### src/per_side_fifo_queues_macros.svh
// assertion macros shared by the per-side queue block
// needs clk_i and rst_ni in the scope where the macros are used
`ifndef PER_SIDE_FIFO_QUEUES_MACROS_SVH
`define PER_SIDE_FIFO_QUEUES_MACROS_SVH

// same-cycle implication, sampled on the rising clock, off during reset
`define PSFQ_ASSERT_NOW(label, ante, cons, msg) \
  label: assert property (@(posedge clk_i) disable iff (!rst_ni) (ante) |-> (cons)) \
    else $error(msg);

// next-cycle implication
`define PSFQ_ASSERT_NEXT(label, ante, cons, msg) \
  label: assert property (@(posedge clk_i) disable iff (!rst_ni) (ante) |=> (cons)) \
    else $error(msg);

`endif

### src/psfq_ram.sv
// generic simple dual-port ram: one write port, one read port, registered read
// no dependencies
module psfq_ram #(
  parameter int unsigned WIDTH = 64,
  parameter int unsigned DEPTH = 64
) (
  input  logic                     clk_i,
  input  logic                     we_i,
  input  logic [$clog2(DEPTH)-1:0] waddr_i,
  input  logic [WIDTH-1:0]         wdata_i,
  input  logic [$clog2(DEPTH)-1:0] raddr_i,
  output logic [WIDTH-1:0]         rdata_o
);

  logic [WIDTH-1:0] mem_q [DEPTH];
  logic [WIDTH-1:0] rdata_q;

  always_ff @(posedge clk_i) begin
    if (we_i) begin
      mem_q[waddr_i] <= wdata_i;
    end
    rdata_q <= mem_q[raddr_i];
  end

  assign rdata_o = rdata_q;

endmodule

### config.mk
export PLATFORM = sky130hd
export DESIGN_NAME = psfq_ram
export DESIGN_NICKNAME = d
export VERILOG_FILES = /design/src/per_side_fifo_queues_macros.svh /design/src/psfq_ram.sv
export SDC_FILE = /design/constraint.sdc
export NUM_CORES = 2
export LEC_CHECK = 0
export BUFFER_PORTS_ARGS = -buffer_cell sky130_fd_sc_hd__buf_2
export CELL_PAD_IN_SITES_DETAIL_PLACEMENT = 0
export CELL_PAD_IN_SITES_GLOBAL_PLACEMENT = 2
export CORE_AREA = 4 4 544 546
export CTS_BUF_LIST = sky130_fd_sc_hd__clkbuf_4
export CTS_CLUSTER_DIAMETER = 200
export DETAILED_ROUTE_END_ITERATION = 12
export DIE_AREA = 0 0 548 550
export HOLD_SLACK_MARGIN = 0.08
export PLACE_DENSITY_LB_ADDON = 0.1
export SETUP_SLACK_MARGIN = 0.05
export SLEW_MARGIN = 20
export SYNTH_ARGS = -nofsm -noshare
export SYNTH_HDL_FRONTEND = slang
export SYNTH_SLANG_ARGS = --single-unit
### constraint.sdc
create_clock -name clk_i -period 9.3 [get_ports clk_i]
set_clock_uncertainty 0.15 [all_clocks]
set_input_delay 1.395 -clock clk_i [delete_from_list [all_inputs] [get_ports clk_i]]
set_output_delay 1.395 -clock clk_i [all_outputs]
set_load 0.005 [all_outputs]
==> results.md <==
* Static leakage power at 56.7 nW
* Synthesized Nets at 6,676
* M2 GR Usage at 0.471
* # clock sinks at 4,160
* Period utilization at 0.440
* Post-synth EDFFs at 4,096
* Die H at 550 um
* Max-cap violations at 0
* Syn avg cell area at 23.7 um^2
* Die Area at 0.301 mm^2
* Fin. max-slew vios at 0
* Number of DRC markers in iteration 0 at 8,792
* Simple-Gate Fraction of Synth Area at 0.0124
* Total number of vias at 78,800
* Synth Area in Adders at 0
* Synth cell count leaders: edfxtp_1, mux4_2, buf_2
* Mux contribution to synthesized area at 0.156
* Total GRT Usage at 0.293
* Syn-to-layout area delta at 13.0%
* Die extent in x at 548 um
* Startpoint Class: input port
* Clk_lat worst skew at 1600 ps
* Met1 usage at 0.405
* Remaining antenna violation count after routing at 0
* Largest family of logic cells by synthesized area: multiplexers
* Global route hottest layer: met2
* Unrepaired setup endpoints after global routing: no
* Share of the synthesized area in the top cell type at 0.787
* Total CTS buffers at 1,138
* Leading area contributor after synthesis: edfxtp_1
* Dpl hpwl at 232,000 um
* PortBufs at 141
* Async set-reset flop share out of synthesis at 0
* Routed WL per cell at 35.2 um
* Post-synthesis register bit count at 4,160
* Slew headroom at 0.205
* Setup TNS at 0 ps
* Mapped Cells at 6,598
* Synth Cell Area at 0.156 mm^2
* Worst Tran Pin Value at 1190 ps
* Reg-to-reg endpoint: rdata_o[30]
* Drt drc at 0
* Req. time, crit path at 10,280 ps
* Fin cells at 12,400
* Clock slew at reported path FFs at 60 ps
* CTS Hold Bufs at 2
* Critical R2R Launch: mem_q[43][30]
* Placer Congestion at 0.795
* Power per Cell Area at 217 mW/mm^2
* Hold path depth at 1
* Total core area at 0.291 mm^2
* Endpoints failing hold at 0
* H-tree Lvls at 7
* CTS resizes at 0
* Min Tclk post-route at 4090 ps
* Final WL at 435,000 um
* Clock tree buffer depth at 5
* CTS tree: yes
* Max Clk Rate at 0.245 GHz
* Initial Util at 0.538
* Reg2reg setup slack at 6920 ps
* Global-route wire length before repair at 611,000 um
* Placed Cells at 10,500
* Count of final setup violators at 0
* Worst-path maximum fanout at 41
* Synth Area in Compound Gates at 0.0248
* Total grt overflow at 0
* Met3 usage at 0.0689
* Hold Crit Start: wdata_i[36]
* CTS root buffer: clkbuf_4
* # rows at 198
* Sequential share of the synthesized area at 0.795
* Netlist cell types at 33
* Pre-antenna DRT Iters at 6
* Largest net degree at the start of global routing at 108
* Share of layout cells above drive strength 1 at 0.380
* Reg2reg path depth at 4
* Initial antenna violation count at 27
* Min-Delay Endpoint: mem_q[29][36]
* Top-count cell post-synth: edfxtp_1
* Vias in the first global route at 81,800
* Post-Synth XOR/XNOR Area at 0
* Synth top area cells: edfxtp_1, mux4_2, mux2i_1
* Worst EP arrival at 5070 ps
* Final instance area at 0.177 mm^2
* Peak VDD IR at 148 uV
* CP Class: in2reg
* Buffers inserted by post-CTS timing repair at 0
* Worst setup EP type: register
* Status: finished, final reports clean
* Placed Instance Area at 0.163 mm^2
* Synth warnings at 0
* Hold crit path type: in2reg
* Post-synth top flop: edfxtp_1
* Layout net count at 7,813
* Vias per inst at 6.37
* Ports at 142
worst max path at each step:
stage | from | endpoint | slack, ps | cells past startpoint
floorplan | waddr_i[3] | mem_q[48][0] | 2320 | 4
global placement | raddr_i[3] | rdata_o[33] | 4070 | 8
detailed placement | raddr_i[3] | rdata_o[33] | 4140 | 8
CTS | rdata_o[17] | rdata_o[17] | 4980 | 1
global route | rdata_o[59] | rdata_o[59] | 5020 | 1
finish | waddr_i[2] | mem_q[5][45] | 5210 | 6
cells by family after synthesis:
kind of cell           Yosys count
buffers and inverters          389
multiplexers                  1159
AND/OR/NAND/NOR                386
flip-flops                    4160
AO/OA/AOI/OAI                  504
layout make-up:
type	instances	area, um^2
Sequential cell	4160	124000
Fill cell	20800	114000
Multi-Input combinational cell	2049	30800
Clock buffer	1670	12500
Tap cell	3900	4880
Timing Repair Buffer	367	2900
Clock inverter	195	1160
Inverter	19	71.3
Antenna cell	11	27.5
cells in the final DEF, fill, tap and decap left out, types with 45 or more instances in the layout:
| master | synthesis | final |
|---|---|---|
| and3_1 | 64 | 64 |
| mux2i_1 | 135 | 135 |
| nand2_1 | 58 | 54 |
| clkbuf_4 | 0 | 1670 |
| a211oi_1 | 63 | 63 |
| buf_2 | 170 | 107 |
| nor2_4 | 0 | 65 |
| a22o_1 | 88 | 88 |
| nand3_1 | 45 | 45 |
| o22ai_1 | 83 | 83 |
| clkinv_1 | 0 | 141 |
| nor2_1 | 112 | 47 |
| mux4_2 | 1024 | 1024 |
| a22oi_1 | 168 | 168 |
| dfxtp_1 | 64 | 64 |
| buf_4 | 34 | 222 |
| edfxtp_1 | 4096 | 4096 |
sequential cells by signal (all words and copies together), names as in the netlist:
signal / count
rdata_o: 64
mem_q: 4096
through the flow:
| step | util | hold slack (ps) | power [mW] | setup slack (ps) |
|---|---|---|---|---|
| after floorplan | - | 638 | 22.2 | 2320 |
| after global placement | 0.559 | 724 | 23.0 | 4070 |
| after detailed placement | 0.560 | 730 | 23.1 | 4140 |
| after CTS | 0.607 | 81.8 | 38.8 | 4980 |
| after global routing | 0.608 | 76.5 | 40.0 | 5020 |
| final | 0.608 | 201 | 38.4 | 5210 |
worst max-delay path: stages:
cell and delay [ps]:
dlygate4sd3_1 530, buf_2 270, nor2b_1 200, nand3_1 580, nor2_4 1060, buf_4 880
power by group:
part	total, mW	internal (mW)	switching [mW]
clock	15.7	8.56	7.18
sequential	20.9	20.8	0.0970
combinational	1.79	0.651	1.14
total	38.4	30.0	8.42
routing by layer:
layer	wire length, um	part of all wire
met3	36500	0.084
met1	172000	0.40
met4	9950	0.023
met2	216000	0.50
met5	66	0.00015
Note: power is estimated with default switching activity, not from simulation.
